$ cat src/design/skuc_pkg.sv
// Shared types, constants and constant tables of the soft-knee upward compressor.
package skuc_pkg;

	// Defaults of the top-level parameters
	localparam int CHANNELS_DEF    = 2;
	localparam int SAMPLE_BITS_DEF = 24;

	// Fixed widths
	localparam int CH_IDX_W   = 3;   // channel index, up to eight channels
	localparam int MAG_W      = 32;  // sample magnitude, up to 32-bit samples
	localparam int MSB_W      = 5;
	localparam int NORM_W     = 31;  // magnitude normalized to Q1.30
	localparam int CFG_IDX_W  = 3;
	localparam int CFG_DATA_W = 16;
	localparam int RATIO_W    = 13;
	localparam int DB_W       = 16;
	localparam int KNEE_W     = 13;
	localparam int COEFF_W    = 16;
	localparam int BOOST_W    = 15;

	// Register indexes of the configuration port
	typedef enum logic [CFG_IDX_W-1:0] {
		REG_RATIO   = 3'd0,
		REG_RANGE   = 3'd1,
		REG_KNEE    = 3'd2,
		REG_ATTACK  = 3'd3,
		REG_RELEASE = 3'd4
	} skuc_reg_t;

	// Register reset values
	localparam logic [RATIO_W-1:0] RATIO_RST   = 13'd512;
	localparam logic [DB_W-1:0]    RANGE_RST   = 16'hD800;  // -40 dB
	localparam logic [KNEE_W-1:0]  KNEE_RST    = 13'd1536;
	localparam logic [COEFF_W-1:0] ATTACK_RST  = 16'd65399;
	localparam logic [COEFF_W-1:0] RELEASE_RST = 16'd65522;

	// Arithmetic constants
	localparam logic [BOOST_W-1:0] DB_FLOOR   = 15'd25600;  // 100 dB in Q8.8
	localparam logic [31:0]        DB_PER_OCT = 32'd394566;  // 20*log10(2), Q16
	localparam logic [31:0]        OCT_PER_DB = 32'd2786635;

	// Integer square root, evaluated at elaboration only
	function automatic logic [63:0] isqrt64(input logic [63:0] x);
		logic [63:0] v;
		logic [63:0] res;
		logic [63:0] b;
		v   = x;
		res = 64'd0;
		b   = 64'd1 << 62;
		for (int i = 0; i < 32; i++) begin
			if (b > v) begin
				b = b >> 2;
			end
		end
		for (int i = 0; i < 32; i++) begin
			if (b != 64'd0) begin
				if (v >= res + b) begin
					v   = v - (res + b);
					res = (res >> 1) + b;
				end else begin
					res = res >> 1;
				end
				b = b >> 2;
			end
		end
		return res;
	endfunction

	// 2^(2^-k) in Q30 by repeated square roots of 2
	function automatic logic [31:0] pow_entry(input int k);
		logic [63:0] p;
		p = 64'd1 << 31;
		for (int j = 1; j <= 16; j++) begin
			if (j <= k) begin
				p = isqrt64(p << 30);
			end
		end
		return p[31:0];
	endfunction

	localparam logic [31:0] POW_TAB [16] = '{
		pow_entry(1),  pow_entry(2),  pow_entry(3),  pow_entry(4),
		pow_entry(5),  pow_entry(6),  pow_entry(7),  pow_entry(8),
		pow_entry(9),  pow_entry(10), pow_entry(11), pow_entry(12),
		pow_entry(13), pow_entry(14), pow_entry(15), pow_entry(16)
	};

	// Configuration seen by the back end
	typedef struct packed {
		logic [RATIO_W-1:0] ratio_q8;
		logic [DB_W-1:0]    range_db;
		logic [KNEE_W-1:0]  knee_db;
		logic [COEFF_W-1:0] attack_coeff;
		logic [COEFF_W-1:0] release_coeff;
	} skuc_cfg_t;

	// Classified item passed from front to back
	typedef struct packed {
		logic [CH_IDX_W-1:0] ch;
		logic                neg;
		logic                zero;
		logic                full;
		logic [MSB_W-1:0]    msb;
		logic [MAG_W-1:0]    mag;
		logic [NORM_W-1:0]   norm;
	} skuc_item_t;

endpackage

$ cat src/design/skuc_stream_if.sv
// Valid/ready stream interfaces for the compressor's input and output channels.
interface skuc_in_if import skuc_pkg::*; #(
	parameter int SAMPLE_BITS = SAMPLE_BITS_DEF
);
	logic                          valid;
	logic                          ready;
	logic                          channel;
	logic signed [SAMPLE_BITS-1:0] sample_in;

	modport source (output valid, channel, sample_in, input ready);
	modport sink (input valid, channel, sample_in, output ready);
endinterface

interface skuc_out_if import skuc_pkg::*; #(
	parameter int SAMPLE_BITS = SAMPLE_BITS_DEF
);
	logic                          valid;
	logic                          ready;
	logic signed [SAMPLE_BITS-1:0] sample_out;
	logic [BOOST_W-1:0]            boost_db;

	modport source (output valid, sample_out, boost_db, input ready);
	modport sink (input valid, sample_out, boost_db, output ready);
endinterface

$ cat src/design/skuc_front.sv
// Front end: accepts samples, takes the magnitude and normalizes it for the log unit.
module skuc_front import skuc_pkg::*; #(
	parameter int CHANNELS    = CHANNELS_DEF,
	parameter int SAMPLE_BITS = SAMPLE_BITS_DEF
) (
	skuc_in_if.sink    upstream,
	input  logic       q_full,
	output logic       push,
	output skuc_item_t item
);

	logic [SAMPLE_BITS-1:0] raw;
	logic [SAMPLE_BITS-1:0] mag;
	logic [MSB_W-1:0]       msb;
	logic [63:0]            ext;
	logic [63:0]            shifted;
	logic                   zero;

	// Accept whenever the queue has room
	assign upstream.ready = !q_full;
	assign push           = upstream.valid && !q_full;

	// Magnitude and leading one
	always_comb begin
		raw = upstream.sample_in;
		mag = raw[SAMPLE_BITS-1] ? SAMPLE_BITS'(~raw + SAMPLE_BITS'(1)) : raw;
		msb = '0;
		for (int i = 0; i < SAMPLE_BITS; i++) begin
			if (mag[i]) begin
				msb = MSB_W'(i);
			end
		end
		zero = (mag == '0);
	end

	// Normalize to Q1.30
	always_comb begin
		ext = 64'(mag);
		if (msb <= 5'd30) begin
			shifted = ext << (5'd30 - msb);
		end else begin
			shifted = ext >> (msb - 5'd30);
		end
	end

	// Pack the classified item
	always_comb begin
		item.ch   = (CHANNELS == 1) ? '0 : CH_IDX_W'(upstream.channel);
		item.neg  = raw[SAMPLE_BITS-1];
		item.zero = zero;
		item.full = !zero && (6'(msb) >= 6'(SAMPLE_BITS - 1));
		item.msb  = msb;
		item.mag  = MAG_W'(mag);
		item.norm = shifted[NORM_W-1:0];
	end

endmodule

$ cat src/design/skuc_queue.sv
// Two-entry queue that decouples the front end from the back end.
module skuc_queue import skuc_pkg::*; (
	input  logic       clk,
	input  logic       arst_n,
	input  logic       push,
	input  skuc_item_t item_in,
	output logic       full,
	input  logic       pop,
	output logic       empty,
	output skuc_item_t item_out
);

	skuc_item_t  entry_q [2];
	logic        wptr_q;
	logic        rptr_q;
	logic [1:0]  count_q;

	assign full     = (count_q == 2'd2);
	assign empty    = (count_q == 2'd0);
	assign item_out = entry_q[rptr_q];

	// Advance pointers and count
	always_ff @(posedge clk or negedge arst_n) begin
		if (!arst_n) begin
			wptr_q  <= 1'b0;
			rptr_q  <= 1'b0;
			count_q <= 2'd0;
		end else begin
			if (push) begin
				wptr_q <= !wptr_q;
			end
			if (pop) begin
				rptr_q <= !rptr_q;
			end
			if (push && !pop) begin
				count_q <= count_q + 2'd1;
			end else if (pop && !push) begin
				count_q <= count_q - 2'd1;
			end
		end
	end

	// Store entries
	always_ff @(posedge clk) begin
		if (push) begin
			entry_q[wptr_q] <= item_in;
		end
	end

endmodule

$ cat src/design/skuc_back.sv
// Back end: log level, soft-knee target, envelope smoothing and gain on one shared multiplier.
module skuc_back import skuc_pkg::*; #(
	parameter int CHANNELS    = CHANNELS_DEF,
	parameter int SAMPLE_BITS = SAMPLE_BITS_DEF
) (
	input  logic        clk,
	input  logic        arst_n,
	input  skuc_cfg_t   cfg,
	input  logic        empty,
	input  skuc_item_t  item,
	output logic        pop,
	skuc_out_if.source  downstream
);

	localparam int CH_W  = (CHANNELS > 1) ? $clog2(CHANNELS) : 1;
	localparam int NUM_W = 42;
	localparam int DEN_W = 29;

	typedef enum logic [3:0] {
		ST_IDLE, ST_SQR, ST_LVL, ST_KNEE, ST_KNEE2, ST_KNEE3, ST_DIV, ST_CAP,
		ST_ENV1, ST_ENV2, ST_GAIN, ST_POW, ST_MAG, ST_ROUND
	} state_t;

	state_t                 state_q;
	skuc_item_t             item_q;
	logic [5:0]             cnt_q;
	logic [NORM_W-1:0]      y_q;
	logic [15:0]            frac_q;
	logic [15:0]            lev_q;
	logic [27:0]            p_q;
	logic [NUM_W-1:0]       num_q;
	logic [DEN_W-1:0]       den_q;
	logic [DEN_W-1:0]       rem_q;
	logic [BOOST_W-1:0]     tgt_q;
	logic [COEFF_W-1:0]     coef_q;
	logic [31:0]            acc_q;
	logic [BOOST_W-1:0]     env_q;
	logic [BOOST_W-1:0]     env_mem_q [CHANNELS];
	logic [4:0]             ipart_q;
	logic [15:0]            gfrac_q;
	logic [31:0]            mult_q;
	logic [63:0]            mag_q;
	logic                   out_valid_q;
	logic [SAMPLE_BITS-1:0] out_sample_q;
	logic [BOOST_W-1:0]     out_boost_q;

	logic [31:0]            mul_a;
	logic [31:0]            mul_b;
	logic [63:0]            prod;
	logic [31:0]            sq_t;
	logic [4:0]             oct;
	logic [20:0]            neg_val;
	logic [40:0]            lvl_round;
	logic [16:0]            lvl_mag;
	logic [BOOST_W-1:0]     lvl_cap;
	logic [RATIO_W-1:0]     ratio_eff;
	logic [RATIO_W-1:0]     ratio_m;
	logic signed [18:0]     l2_s;
	logic signed [18:0]     r2_s;
	logic signed [18:0]     knee_s;
	logic signed [18:0]     start2_s;
	logic signed [18:0]     end2_s;
	logic signed [18:0]     x2_s;
	logic [16:0]            diff_v;
	logic                   br_a;
	logic                   br_b;
	logic [DEN_W:0]         rem_sh;
	logic                   rem_ge;
	logic [DEN_W:0]         rem_sub;
	logic [BOOST_W-1:0]     env_old;
	logic [COEFF_W-1:0]     coef_sel;
	logic [33:0]            env_sum;
	logic [37:0]            g_round;
	logic [63:0]            pow_round;
	logic [4:0]             sh_v;
	logic [63:0]            rnd_v;
	logic [63:0]            r_v;
	logic [63:0]            full_v;
	logic [63:0]            sat_v;
	logic                   out_free;
	logic                   out_load;

	assign pop      = (state_q == ST_IDLE) && !empty;
	assign out_free = !out_valid_q || downstream.ready;
	assign out_load = (state_q == ST_ROUND) && out_free;

	assign downstream.valid      = out_valid_q;
	assign downstream.sample_out = out_sample_q;
	assign downstream.boost_db   = out_boost_q;

	// Knee classification
	always_comb begin
		ratio_eff = (cfg.ratio_q8 < 13'd256) ? 13'd256 : cfg.ratio_q8;
		ratio_m   = ratio_eff - 13'd256;
		l2_s      = {{2{lev_q[15]}}, lev_q, 1'b0};
		r2_s      = {{2{cfg.range_db[15]}}, cfg.range_db, 1'b0};
		knee_s    = {6'b0, cfg.knee_db};
		start2_s  = r2_s - knee_s;
		end2_s    = r2_s + knee_s;
		x2_s      = end2_s - l2_s;
		diff_v    = {cfg.range_db[15], cfg.range_db} - {lev_q[15], lev_q};
		br_a      = (l2_s < start2_s);
		br_b      = !br_a && (l2_s < end2_s) && (cfg.knee_db != '0);
	end

	// Shared multiplier operand select
	always_comb begin
		unique case (state_q)
			ST_SQR: begin
				mul_a = 32'(y_q);
				mul_b = 32'(y_q);
			end
			ST_LVL: begin
				mul_a = 32'(neg_val);
				mul_b = DB_PER_OCT;
			end
			ST_KNEE: begin
				mul_a = br_a ? 32'(diff_v[15:0]) : 32'(x2_s[14:0]);
				mul_b = br_a ? 32'(ratio_m) : 32'(x2_s[14:0]);
			end
			ST_KNEE2: begin
				mul_a = 32'(p_q);
				mul_b = 32'(ratio_m);
			end
			ST_KNEE3: begin
				mul_a = 32'(cfg.knee_db);
				mul_b = 32'(ratio_eff);
			end
			ST_ENV1: begin
				mul_a = 32'(coef_sel);
				mul_b = 32'(env_old);
			end
			ST_ENV2: begin
				mul_a = 32'(17'h10000 - {1'b0, coef_q});
				mul_b = 32'(tgt_q);
			end
			ST_GAIN: begin
				mul_a = 32'(env_q);
				mul_b = OCT_PER_DB;
			end
			ST_POW: begin
				mul_a = mult_q;
				mul_b = POW_TAB[cnt_q[3:0]];
			end
			ST_MAG: begin
				mul_a = item_q.mag;
				mul_b = mult_q;
			end
			default: begin
				mul_a = '0;
				mul_b = '0;
			end
		endcase
		prod = 64'(mul_a) * 64'(mul_b);
	end

	// Datapath around the product
	always_comb begin
		sq_t      = prod[61:30];
		oct       = 5'(SAMPLE_BITS - 1) - item_q.msb;
		neg_val   = {oct, 16'b0} - {5'b0, frac_q};
		lvl_round = prod[40:0] + 41'(1 << 23);
		lvl_mag   = lvl_round[40:24];
		lvl_cap   = (lvl_mag > 17'(DB_FLOOR)) ? DB_FLOOR : lvl_mag[BOOST_W-1:0];
		rem_sh    = {rem_q, num_q[NUM_W-1]};
		rem_ge    = (rem_sh >= {1'b0, den_q});
		rem_sub   = rem_sh - {1'b0, den_q};
		env_old   = env_mem_q[item_q.ch[CH_W-1:0]];
		coef_sel  = (tgt_q > env_old) ? cfg.attack_coeff : cfg.release_coeff;
		env_sum   = 34'(acc_q) + 34'(prod[32:0]) + 34'd32768;
		g_round   = prod[37:0] + 38'd32768;
		pow_round = prod + 64'(1 << 29);
		sh_v      = 5'd30 - ipart_q;
		rnd_v     = 64'd1 << (sh_v - 5'd1);
		r_v       = (mag_q + rnd_v) >> sh_v;
		full_v    = 64'd1 << (SAMPLE_BITS - 1);
		if (item_q.neg) begin
			sat_v = (r_v > full_v) ? full_v : r_v;
			sat_v = ~sat_v + 64'd1;
		end else begin
			sat_v = (r_v > full_v - 64'd1) ? (full_v - 64'd1) : r_v;
		end
	end

	// Sequencer, envelopes and output register
	always_ff @(posedge clk or negedge arst_n) begin
		if (!arst_n) begin
			state_q      <= ST_IDLE;
			item_q       <= '0;
			cnt_q        <= '0;
			y_q          <= '0;
			frac_q       <= '0;
			lev_q        <= '0;
			p_q          <= '0;
			num_q        <= '0;
			den_q        <= '0;
			rem_q        <= '0;
			tgt_q        <= '0;
			coef_q       <= '0;
			acc_q        <= '0;
			env_q        <= '0;
			ipart_q      <= '0;
			gfrac_q      <= '0;
			mult_q       <= '0;
			mag_q        <= '0;
			out_valid_q  <= 1'b0;
			out_sample_q <= '0;
			out_boost_q  <= '0;
			for (int c = 0; c < CHANNELS; c++) begin
				env_mem_q[c] <= '0;
			end
		end else begin
			// Load a new result, or drop the one taken
			if (out_load) begin
				out_valid_q <= 1'b1;
			end else if (out_valid_q && downstream.ready) begin
				out_valid_q <= 1'b0;
			end
			unique case (state_q)
				ST_IDLE: begin
					if (!empty) begin
						item_q <= item;
						y_q    <= item.norm;
						frac_q <= '0;
						cnt_q  <= 6'd15;
						if (item.zero) begin
							lev_q   <= 16'(0) - {1'b0, DB_FLOOR};
							state_q <= ST_KNEE;
						end else if (item.full) begin
							lev_q   <= '0;
							state_q <= ST_KNEE;
						end else begin
							state_q <= ST_SQR;
						end
					end
				end
				ST_SQR: begin
					// One fraction bit of log2 per squaring
					frac_q <= {frac_q[14:0], sq_t[31]};
					y_q    <= sq_t[31] ? sq_t[31:1] : sq_t[30:0];
					if (cnt_q == '0) begin
						state_q <= ST_LVL;
					end else begin
						cnt_q <= cnt_q - 6'd1;
					end
				end
				ST_LVL: begin
					lev_q   <= 16'(0) - {1'b0, lvl_cap};
					state_q <= ST_KNEE;
				end
				ST_KNEE: begin
					rem_q <= '0;
					cnt_q <= 6'(NUM_W - 1);
					if (br_a) begin
						num_q   <= NUM_W'(prod[28:0]);
						den_q   <= DEN_W'(ratio_eff);
						state_q <= ST_DIV;
					end else if (br_b) begin
						p_q     <= prod[27:0];
						state_q <= ST_KNEE2;
					end else begin
						num_q   <= '0;
						state_q <= ST_CAP;
					end
				end
				ST_KNEE2: begin
					num_q   <= prod[NUM_W-1:0];
					state_q <= ST_KNEE3;
				end
				ST_KNEE3: begin
					den_q   <= {prod[25:0], 3'b000};
					state_q <= ST_DIV;
				end
				ST_DIV: begin
					// Restoring division, one quotient bit per cycle
					rem_q <= rem_ge ? rem_sub[DEN_W-1:0] : rem_sh[DEN_W-1:0];
					num_q <= {num_q[NUM_W-2:0], rem_ge};
					if (cnt_q == '0) begin
						state_q <= ST_CAP;
					end else begin
						cnt_q <= cnt_q - 6'd1;
					end
				end
				ST_CAP: begin
					tgt_q   <= (num_q > NUM_W'(DB_FLOOR)) ? DB_FLOOR : num_q[BOOST_W-1:0];
					state_q <= ST_ENV1;
				end
				ST_ENV1: begin
					acc_q   <= prod[31:0];
					coef_q  <= coef_sel;
					state_q <= ST_ENV2;
				end
				ST_ENV2: begin
					env_q                         <= env_sum[30:16];
					env_mem_q[item_q.ch[CH_W-1:0]] <= env_sum[30:16];
					state_q                       <= ST_GAIN;
				end
				ST_GAIN: begin
					ipart_q <= g_round[36:32];
					gfrac_q <= g_round[31:16];
					mult_q  <= 32'd1 << 30;
					cnt_q   <= '0;
					state_q <= ST_POW;
				end
				ST_POW: begin
					// Apply 2^(2^-k) where the gain fraction bit is set
					if (gfrac_q[~cnt_q[3:0]]) begin
						mult_q <= pow_round[61:30];
					end
					if (cnt_q[3:0] == 4'd15) begin
						state_q <= ST_MAG;
					end else begin
						cnt_q <= cnt_q + 6'd1;
					end
				end
				ST_MAG: begin
					mag_q   <= prod;
					state_q <= ST_ROUND;
				end
				ST_ROUND: begin
					// Hold until the output register is free
					if (out_free) begin
						out_sample_q <= sat_v[SAMPLE_BITS-1:0];
						out_boost_q  <= env_q;
						state_q      <= ST_IDLE;
					end
				end
				default: begin
					state_q <= ST_IDLE;
				end
			endcase
		end
	end

`ifndef ASSERT_OFF
	a_div_rem: assert property (@(posedge clk) disable iff (!arst_n)
		(state_q == ST_DIV) |-> (rem_q < den_q))
		else $error("divider remainder not below divisor");

	a_env_cap: assert property (@(posedge clk) disable iff (!arst_n)
		(state_q == ST_ENV2) |-> (env_sum[33:16] <= 18'(DB_FLOOR)))
		else $error("envelope above 100 dB");

	a_out_load: assert property (@(posedge clk) disable iff (!arst_n)
		(state_q == ST_ROUND && out_free) |=> (out_valid_q && state_q == ST_IDLE))
		else $error("result not loaded into output register");
`endif

endmodule

$ cat src/design/soft_knee_upward_compressor.sv
// Top level of the soft-knee upward compressor: configuration registers, front, queue and back.
//
// Per-channel upward compressor. Each transaction on upstream carries a
// signed sample and its channel; one transaction on downstream returns the
// boosted, saturated sample and the channel's smoothed boost in Q8.8 dB.
// The front end accepts a sample into a two-entry queue while it has room;
// the back end then works on one item at a time: 16 squaring steps for the
// log2 fraction, a 42-bit restoring divider for the ratio and knee
// quotient, and 16 steps raising the gain fraction to a power of two, all
// on one shared 32x32 multiplier. Zero and full-scale samples skip the
// squaring steps, and levels above the knee skip the divider. Configuration
// is written through cfg_we/cfg_index/cfg_data; the user must write it only
// while no item is in flight (the block does not enforce this). Envelopes reset to 0 dB.
module soft_knee_upward_compressor import skuc_pkg::*; #(
	parameter int CHANNELS    = CHANNELS_DEF,
	parameter int SAMPLE_BITS = SAMPLE_BITS_DEF
) (
	input  logic                  clk,
	input  logic                  arst_n,
	input  logic                  cfg_we,
	input  logic [CFG_IDX_W-1:0]  cfg_index,
	input  logic [CFG_DATA_W-1:0] cfg_data,
	skuc_in_if.sink               upstream,
	skuc_out_if.source            downstream
);

	skuc_cfg_t  cfg_q;
	skuc_item_t push_item;
	skuc_item_t pop_item;
	logic       push;
	logic       pop;
	logic       q_full;
	logic       q_empty;

	// Write configuration registers
	always_ff @(posedge clk or negedge arst_n) begin
		if (!arst_n) begin
			cfg_q.ratio_q8      <= RATIO_RST;
			cfg_q.range_db      <= RANGE_RST;
			cfg_q.knee_db       <= KNEE_RST;
			cfg_q.attack_coeff  <= ATTACK_RST;
			cfg_q.release_coeff <= RELEASE_RST;
		end else if (cfg_we) begin
			case (skuc_reg_t'(cfg_index))
				REG_RATIO:   cfg_q.ratio_q8      <= cfg_data[RATIO_W-1:0];
				REG_RANGE:   cfg_q.range_db      <= cfg_data[DB_W-1:0];
				REG_KNEE:    cfg_q.knee_db       <= cfg_data[KNEE_W-1:0];
				REG_ATTACK:  cfg_q.attack_coeff  <= cfg_data[COEFF_W-1:0];
				REG_RELEASE: cfg_q.release_coeff <= cfg_data[COEFF_W-1:0];
				default: begin
				end
			endcase
		end
	end

	skuc_front #(
		.CHANNELS    (CHANNELS),
		.SAMPLE_BITS (SAMPLE_BITS)
	) u_front (
		.upstream (upstream),
		.q_full   (q_full),
		.push     (push),
		.item     (push_item)
	);

	skuc_queue u_queue (
		.clk      (clk),
		.arst_n   (arst_n),
		.push     (push),
		.item_in  (push_item),
		.full     (q_full),
		.pop      (pop),
		.empty    (q_empty),
		.item_out (pop_item)
	);

	skuc_back #(
		.CHANNELS    (CHANNELS),
		.SAMPLE_BITS (SAMPLE_BITS)
	) u_back (
		.clk        (clk),
		.arst_n     (arst_n),
		.cfg        (cfg_q),
		.empty      (q_empty),
		.item       (pop_item),
		.pop        (pop),
		.downstream (downstream)
	);

endmodule

$ cat src/flat_wrapper.sv
// flat-port wrapper written by rule: the top's interface ports become plain ports
module soft_knee_upward_compressor_flat import skuc_pkg::*;
#(
	parameter int CHANNELS    = CHANNELS_DEF,
	parameter int SAMPLE_BITS = SAMPLE_BITS_DEF
)
  (clk, arst_n, cfg_we, cfg_index, cfg_data, upstream_valid, upstream_channel, upstream_sample_in, upstream_ready, downstream_valid, downstream_sample_out, downstream_boost_db, downstream_ready);
  skuc_in_if #(.SAMPLE_BITS(SAMPLE_BITS)) upstream_i ();
  skuc_out_if #(.SAMPLE_BITS(SAMPLE_BITS)) downstream_i ();
  input  logic clk;
  input  logic arst_n;
  input  logic cfg_we;
  input  logic [CFG_IDX_W-1:0] cfg_index;
  input  logic [CFG_DATA_W-1:0] cfg_data;
  input wire logic [$bits(upstream_i.valid)-1:0] upstream_valid;
  input wire logic [$bits(upstream_i.channel)-1:0] upstream_channel;
  input wire logic [$bits(upstream_i.sample_in)-1:0] upstream_sample_in;
  output wire logic [$bits(upstream_i.ready)-1:0] upstream_ready;
  output wire logic [$bits(downstream_i.valid)-1:0] downstream_valid;
  output wire logic [$bits(downstream_i.sample_out)-1:0] downstream_sample_out;
  output wire logic [$bits(downstream_i.boost_db)-1:0] downstream_boost_db;
  input wire logic [$bits(downstream_i.ready)-1:0] downstream_ready;
  assign upstream_i.valid = upstream_valid;
  assign upstream_i.channel = upstream_channel;
  assign upstream_i.sample_in = upstream_sample_in;
  assign upstream_ready = upstream_i.ready;
  assign downstream_valid = downstream_i.valid;
  assign downstream_sample_out = downstream_i.sample_out;
  assign downstream_boost_db = downstream_i.boost_db;
  assign downstream_i.ready = downstream_ready;
  soft_knee_upward_compressor #(.CHANNELS(CHANNELS), .SAMPLE_BITS(SAMPLE_BITS)) u_core (.clk(clk), .arst_n(arst_n), .cfg_we(cfg_we), .cfg_index(cfg_index), .cfg_data(cfg_data), .upstream(upstream_i), .downstream(downstream_i));
endmodule
$ cat config.mk
export PLATFORM = sky130hd
export DESIGN_NAME = soft_knee_upward_compressor_flat
export DESIGN_NICKNAME = d
export VERILOG_FILES = /design/src/design/skuc_pkg.sv /design/src/design/skuc_stream_if.sv /design/src/design/skuc_front.sv /design/src/design/skuc_queue.sv /design/src/design/skuc_back.sv /design/src/design/soft_knee_upward_compressor.sv /design/src/flat_wrapper.sv
export SDC_FILE = /design/constraint.sdc
export NUM_CORES = 2
export LEC_CHECK = 0
export ABC_AREA = 1
export BUFFER_PORTS_ARGS = -buffer_cell sky130_fd_sc_hd__buf_2
export CAP_MARGIN = 20
export CORE_ASPECT_RATIO = 1.4
export CORE_MARGIN = 4
export CORE_UTILIZATION = 55
export DETAILED_ROUTE_END_ITERATION = 7
export MAX_ROUTING_LAYER = met4
export PLACE_DENSITY = 0.73
export SLEW_MARGIN = 5
export SYNTH_ARGS = -nofsm -noshare
export SYNTH_HDL_FRONTEND = slang
export SYNTH_SLANG_ARGS = --single-unit
$ cat constraint.sdc
create_clock -name clk -period 12.3 [get_ports clk]
set_input_delay 0.615 -clock clk [delete_from_list [all_inputs] [get_ports clk]]
set_output_delay 0.615 -clock clk [all_outputs]
set_load 0.005 [all_outputs]
# == Word level (Yosys, flattened, before mapping) ==
# Memories as Yosys holds them, arrays and structs flattened.
# Cells that the tools add are included.
# totals
regBits,582
ram_bits,128
rom_bits,512
in_bits,49
out_inout_bits,41
word_cells,254
memories,2
# op_classes
n_addsub,26
multipliers,1
n_lt_le_gt_ge,15
n_eq_ne,30
shift,4
muxes,84
bitwise,7
reduce_logical,51
# mem_list
name,words,word_bits,read_ports,rd_clocked_by_memory_dff,write_ports,line,rtl
(name not given),16,32,1,0,0,skuc_back.sv:143,mul_b = POW_TAB[cnt_q[3:0]];
u_core.u_queue.entry_q,2,64,1,0,1,skuc_queue.sv:13,skuc_item_t entry_q [2];
# op_table
op,n
$pmux W32 S10,2
$pmux W42 S3,1
$pmux W29 S2,2
$mux W5,22
$mux W15,7
$mux W16,6
$mux W24,4
$mux W32,3
$mux W31,3
$mux W42,2
$add A64 B64 Y64,1
$gt A64 B23 Y1 const B,1
$gt A64 B24 Y1 const B,1
$mul A32 B32 Y64,1
$pmux W16 S2,2
$pmux W32 S2,1
$shl A1 B5 Y64 const A,1
$shr A64 B5 Y64,1
$add A62 B30 Y62 const B,1
$pmux W31 S2,1
$mux W29,2
$pmux W4 S14,1
$add A24 B1 Y24 const B,2
$not A24 Y24,2
73 further kinds,148

# == Longest topological paths before layout ==
# logic_depth
depth_word,29
ltp_mapped,94

# == By module ==
# From an unflattened synthesis, not the netlist that was laid out.
# hier_totals
cells_unflattened,11828
area_unflattened_um2,87244.9
# by_module_without_submodules
module,n_inst,cells_each,area_per_inst_um2,seq_area_each_um2
skuc_back,1,10678,75711.4,12612.1
skuc_queue,1,255,5749.3,4544.4
soft_knee_upward_compressor,1,331,2972.9,1894.3
skuc_front,1,564,2811.4,0.0

# == Worst setup path after synthesis ==
# Ideal clock, no wire load.
# synth_path
path_type,register to register
start,register u_core.cfg_q[33] (netlist bit)
end,register u_core.u_back.lev_q[8]
setup_ps,120
arrival_ps,13446
setup_slack_ps,-1266
path_stages_with_launch,90
n_path_buf,3
synth_period_minus_slack_ps,13566
path_cell_list,dfrtp_1 inv_1 ha_1 a21oi_1 inv_1 a21oi_1 nor2_1 nor2_1 nor2_1 nor2_1 nor2_1 nor2_1 nor2_1 nor2_1 nor2_1 nor2_1 nor2_1 nor2_1 (+54 left out) nor2_1 nand2_1 o21ai_1 nand2_1 inv_2 nand2_2 inv_2 nand2_4 nand2_4 inv_4 buf_6 nand2_1 ha_1 nand2_2 nor2_2 a21oi_1 o21ai_1 nand2_1
# synth_between
elab_chain_cells,10
# synth_lines
element,line,rtl
"start, declared",soft_knee_upward_compressor.sv:27,skuc_cfg_t cfg_q;
$add A17 B14 Y18 or $sub A17 B14 Y18 (tied branches),"skuc_back.sv:99, skuc_back.sv:98",
$sub A15 B15 Y15 or $lt A17 B18 Y1 (tied branches),"skuc_back.sv:100, skuc_back.sv:102",
$mux W16 or $mux W15 (tied branches),"skuc_back.sv:118, skuc_back.sv:119",
$pmux W32 S10,skuc_back.sv:108,unique case (state_q)
$mul A32 B32 Y64 (*),skuc_back.sv:154,prod = 64'(mul_a) * 64'(mul_b);
named net u_core.u_back.prod[29],skuc_back.sv:49,logic [63:0] prod;
$add A41 B24 Y41 (*),skuc_back.sv:162,lvl_round = prod[40:0] + 41'(1 << 23);
$gt A17 B15 Y1,skuc_back.sv:164,lvl_cap = (lvl_mag > 17'(DB_FLOOR)) ? DB_FLOOR : lvl_mag[BOOST_W-1:0];
$mux W15 (*),skuc_back.sv:164,
$sub A1 B15 Y16 (*),skuc_back.sv:248,"lev_q <= 16'(0) - {1'b0, lvl_cap};"
$pmux W16 S2 (*),skuc_back.sv:219,unique case (state_q)
"end signal, assigned",skuc_back.sv:227,"lev_q <= 16'(0) - {1'b0, DB_FLOOR};"
"end signal, assigned",skuc_back.sv:248,
"end, declared",skuc_back.sv:29,logic [15:0] lev_q;
# Mark *: on every way through the listed nets, which the timed path passes. The rest lies on a longest branch.
# A chain may end at the register's enable or synchronous reset.

# == Final worst setup path ==
# layout_path
start,register u_core.cfg_q[33] (netlist bit)
end,register u_core.u_back.lev_q[10]
# layout_between
elab_chain_cells,10
# layout_lines
element,line
$add A17 B14 Y18 or $sub A17 B14 Y18 (tied branches),"skuc_back.sv:99, skuc_back.sv:98"
$sub A15 B15 Y15 or $lt A17 B18 Y1 (tied branches),"skuc_back.sv:100, skuc_back.sv:102"
$mux W16 or $mux W15 (tied branches),"skuc_back.sv:118, skuc_back.sv:119"
$pmux W32 S10,skuc_back.sv:108
$mul A32 B32 Y64 (*),skuc_back.sv:154
$add A41 B24 Y41 (*),skuc_back.sv:162
$gt A17 B15 Y1,skuc_back.sv:164
$mux W15 (*),skuc_back.sv:164
$sub A1 B15 Y16 (*),skuc_back.sv:248
$pmux W16 S2 (*),skuc_back.sv:219
# Every way passes the cells marked *; elsewhere a longest branch is shown, timed or not.

==> reports/qor.csv <==
stage,metric,value,unit
synth,Most used DFF post-synth,dfrtp_1,
cells_and_area,Register Area,0.0183,mm^2
global_routing,largest net degree at the start of global routing,165,
clocking,clock transition at the registers of the reported paths,70,ps
synth,synthesized area,0.0849,mm^2
worst_setup_path,worst endpoint data arrival time,13910,ps
sta,Slew headroom,9.85,%
sta,max frequency,75.1,MHz
sta,worst slew pin tran,1320,ps
min_path,worst hold path type,input pin to flip-flop,
placed_design,I/O Buffers,89,
detailed_routing,Pre-antenna DRT Iters,7,
detailed_routing,Avg WL per Cell,26.0,um
clocking,Max H-tree Level,3,
global_routing,Tot GR Track Use,48.0,%
detailed_routing,Vias/cell,5.98,
synth,Avg Inst Size Synth,7.33,um^2
detailed_routing,DRT Wirelength,379,mm
cells_and_area,"most common cell after layout, fill and taps aside",nand2_1,
synth,leading area contributor after synthesis,fa_1,
placed_design,Post-DP HPWL,306,mm
synth,Synth Area in Simple Gates,24.4,%
worst_setup_path,Critical Path RT,12900,ps
clocking,Num CTS Buffers,72,
sta,max-slew violation count,0,
worst_setup_path,Crit Path Max Fanout,6,
clocking,CTS tree,yes,
die,# rows,170,
synth,post-synthesis sequential area ratio,21.5,%
cells_and_area,Layout fillers,12900,
detailed_routing,Starting DRT DRC Count,9380,
synth,area share of the largest cell type after synthesis,21.3,%
worst_setup_path,critical path class,flip-flop to flip-flop,
cells_and_area,Multi-input gate area,0.0590,mm^2
synth,mux contribution to synthesized area,0.142,%
clocking,clock latency on the worst-skew pair,720,ps
synth,Adder-Cell Fraction of Synth Area,28.8,%
synth,Cells after Synth,11600,
global_routing,GRT overflow,0,
status,failing checks,setup timing,
synth,Post-synth EDFFs,128,
cells_and_area,share of cells above drive strength 1,16.2,%
die,Initial Util,55.3,%
placed_design,DP Area,0.0951,mm^2
synth,synth warn,0,
cells_and_area,final core utilization,65.9,%
detailed_routing,DRC violation count after routing,0,
worst_setup_path,critical path capture point type,flip-flop,
sta,final critical-path required period,13310,ps
sta,clock skew,65.2,ps
placed_design,global placer's final weighted congestion,1.10,
detailed_routing,Vias,87300,
clocking,CTS root buf,clkbuf_16,
synth,main combinational cell family by area after synthesis,adder cells,
die,Die W,340,um
status,status,"complete, but fails checks",
sta,setup slack after layout,-1010,ps
sta,endpoints failing setup,159,
synth,Cell variety after synth,89,
die,Die Y,473,um
clocking,largest buffer count on any clock path,3,
die,CORE AREA,0.153,mm^2
run,total of max-cap violations,0,
sta,Hold Worst Slack,294,ps
synth,Compound-Gate Fraction of Synth Area,10.7,%
synth,Yosys reg bits,702,
worst_setup_path,Setup crit start kind,flip-flop,
cells_and_area,design area,0.101,mm^2
clocking,CTS sink cnt,702,
global_routing,vias in the first global route,88900,
cells_and_area,nets@finish,13900,
die,I/O pin total,90,
sta,RSZ-0062 raised after global routing,yes,
die,die area,0.161,mm^2
synth,leading post-synthesis cells by cell area,"fa_1, dfrtp_1, nand2_1",
cells_and_area,"commonest cells after routing, fill and taps aside","nand2_1, inv_1, buf_4",
synth,xor and xnor area share after synthesis,2.22,%
sta,Final Cycle Share,108,%
cells_and_area,Layout area overhead,19.1,%
global_routing,first-pass GRT wire length,555,mm
worst_setup_path,Slowest cell on crit path,fa_1,
detailed_routing,Final ANT Viol Nets,0,
global_routing,initial antenna violation count,21,
sta,Hold Fails Final Rpt,0,
synth,Post-synth ARST share,81.8,%
worst_setup_path,Slowest Stage Delay on Critical Path,540,ps
layout make-up:
class,instances,share of cell area (%)
timing repair buffer,1236,9.83
multi-input combinational,8142,58.3
timing repair inverter,1,0.00743
clock buffer,92,1.97
sequential,702,18.1
tap,2064,2.56
clock inverter,40,0.584
inverter,2299,8.59
antenna,24,0.0594
state kept, by name, indices dropped and copies added (netlist names), 24 cells and up:
| name | cells |
|---|---|
| u_core.u_back.den_q | 29 |
| u_core.u_back.y_q | 31 |
| u_core.u_back.mag_q | 64 |
| u_core.u_back.item_q | 31 |
| u_core.cfg_q | 74 |
| u_core.u_back.downstream.sample_out | 24 |
| u_core.u_back.rem_q | 29 |
| u_core.u_queue.entry_q | 128 |
| u_core.u_back.acc_q | 31 |
| u_core.u_back.p_q | 28 |
| u_core.u_back.num_q | 42 |
| u_core.u_back.mult_q | 32 |
| u_core.u_back.env_mem_q | 30 |
worst max-delay path, delay by kind of cell (launching register included):
kind	cells	cell delay (ps)
AO/OA/AOI/OAI	9	1150
buffers and inverters	23	2620
flip-flops	1	390
XOR/XNOR	2	530
AND/OR/NAND/NOR	35	3890
adder cells (fa/ha/maj)	12	4590
path summary, 6_finish.rpt:
check / startpoint / end / slack, ps / depth (start not counted)
worst max-delay path: u_core.cfg_q[33] / u_core.u_back.lev_q[10] / -1010 / 81
worst min-delay path: upstream_channel / u_core.u_queue.entry_q[1][63] / 290 / 1
worst max register to register: u_core.cfg_q[33] / u_core.u_back.lev_q[10] / -1010 / 81
worst min register to register: u_core.u_back.downstream.sample_out[0] / u_core.u_back.downstream.sample_out[0] / 480 / 2
max in group asynchronous: arst_n / u_core.u_back.num_q[26] / 8570 / 5
min in group asynchronous: arst_n / u_core.u_back.item_q[35] / 630 / 2
synth_stat cells (all sizes together) (26+ instances only):
library cell	instances
nand2	2934
inv	2273
nor2	986
fa	902
nand3	819
o21ai	677
dfrtp	540
ha	511
clkbuf	361
a21oi	329
xor2	136
edfxtp	128
o22ai	103
nor3	90
buf	81
nand4	74
o31ai	64
xnor2	58
o211ai	57
a31oi	54
o221ai	45
dfstp	34
or2	33
clkinv	26
nand3b	26
kinds of logic (layout without fill, tap and decap cells):
kind of cell / Yosys count / after routing
AND/OR/NAND/NOR: 4996 / 4996
buffers and inverters: 2741 / 3668
AO/OA/AOI/OAI: 1516 / 1516
adder cells (fa/ha/maj): 1413 / 1413
flip-flops: 702 / 702
XOR/XNOR: 194 / 194
multiplexers: 12 / 12
other: 2 / 35
per-stage QoR:
stage	setup TNS, ps	setup slack (ps)	cells
3_3_place_gp	-105910	-1120	14300
3_5_place_dp	-116880	-1160	14300
6_report	-99370	-1010	14600
4_1_cts	-57740	-784	14500
2_1_floorplan	-595	-122	11600
5_1_grt	-203780	-1680	14600
metal layers:
layer | vias up | GRT usage, % | routed length, um | share of wire [%]
met1 | 41800 | 51.0 | 122000 | 32
li1 | 37900 | - | - | -
met2 | 5678 | 75.2 | 173000 | 46
met5 | - | - | 0 | 0
met4 | 0 | 42.7 | 45200 | 12
met3 | 1964 | 10.9 | 38500 | 10
repair_timing:
action                                 in CTS  in global routing
hold buffers                                1                  0
setup endpoints to repair                 164                263
resized for setup                         265                278
cloned                                      3                  2
endpoints found under the hold margin      35                  0
buffers inserted                           49                 49
pin swaps                                  57                116
Power is left out: the tool's default activity adds up to more than one toggle a clock period on the data nets, which glitch-free logic cannot reach.
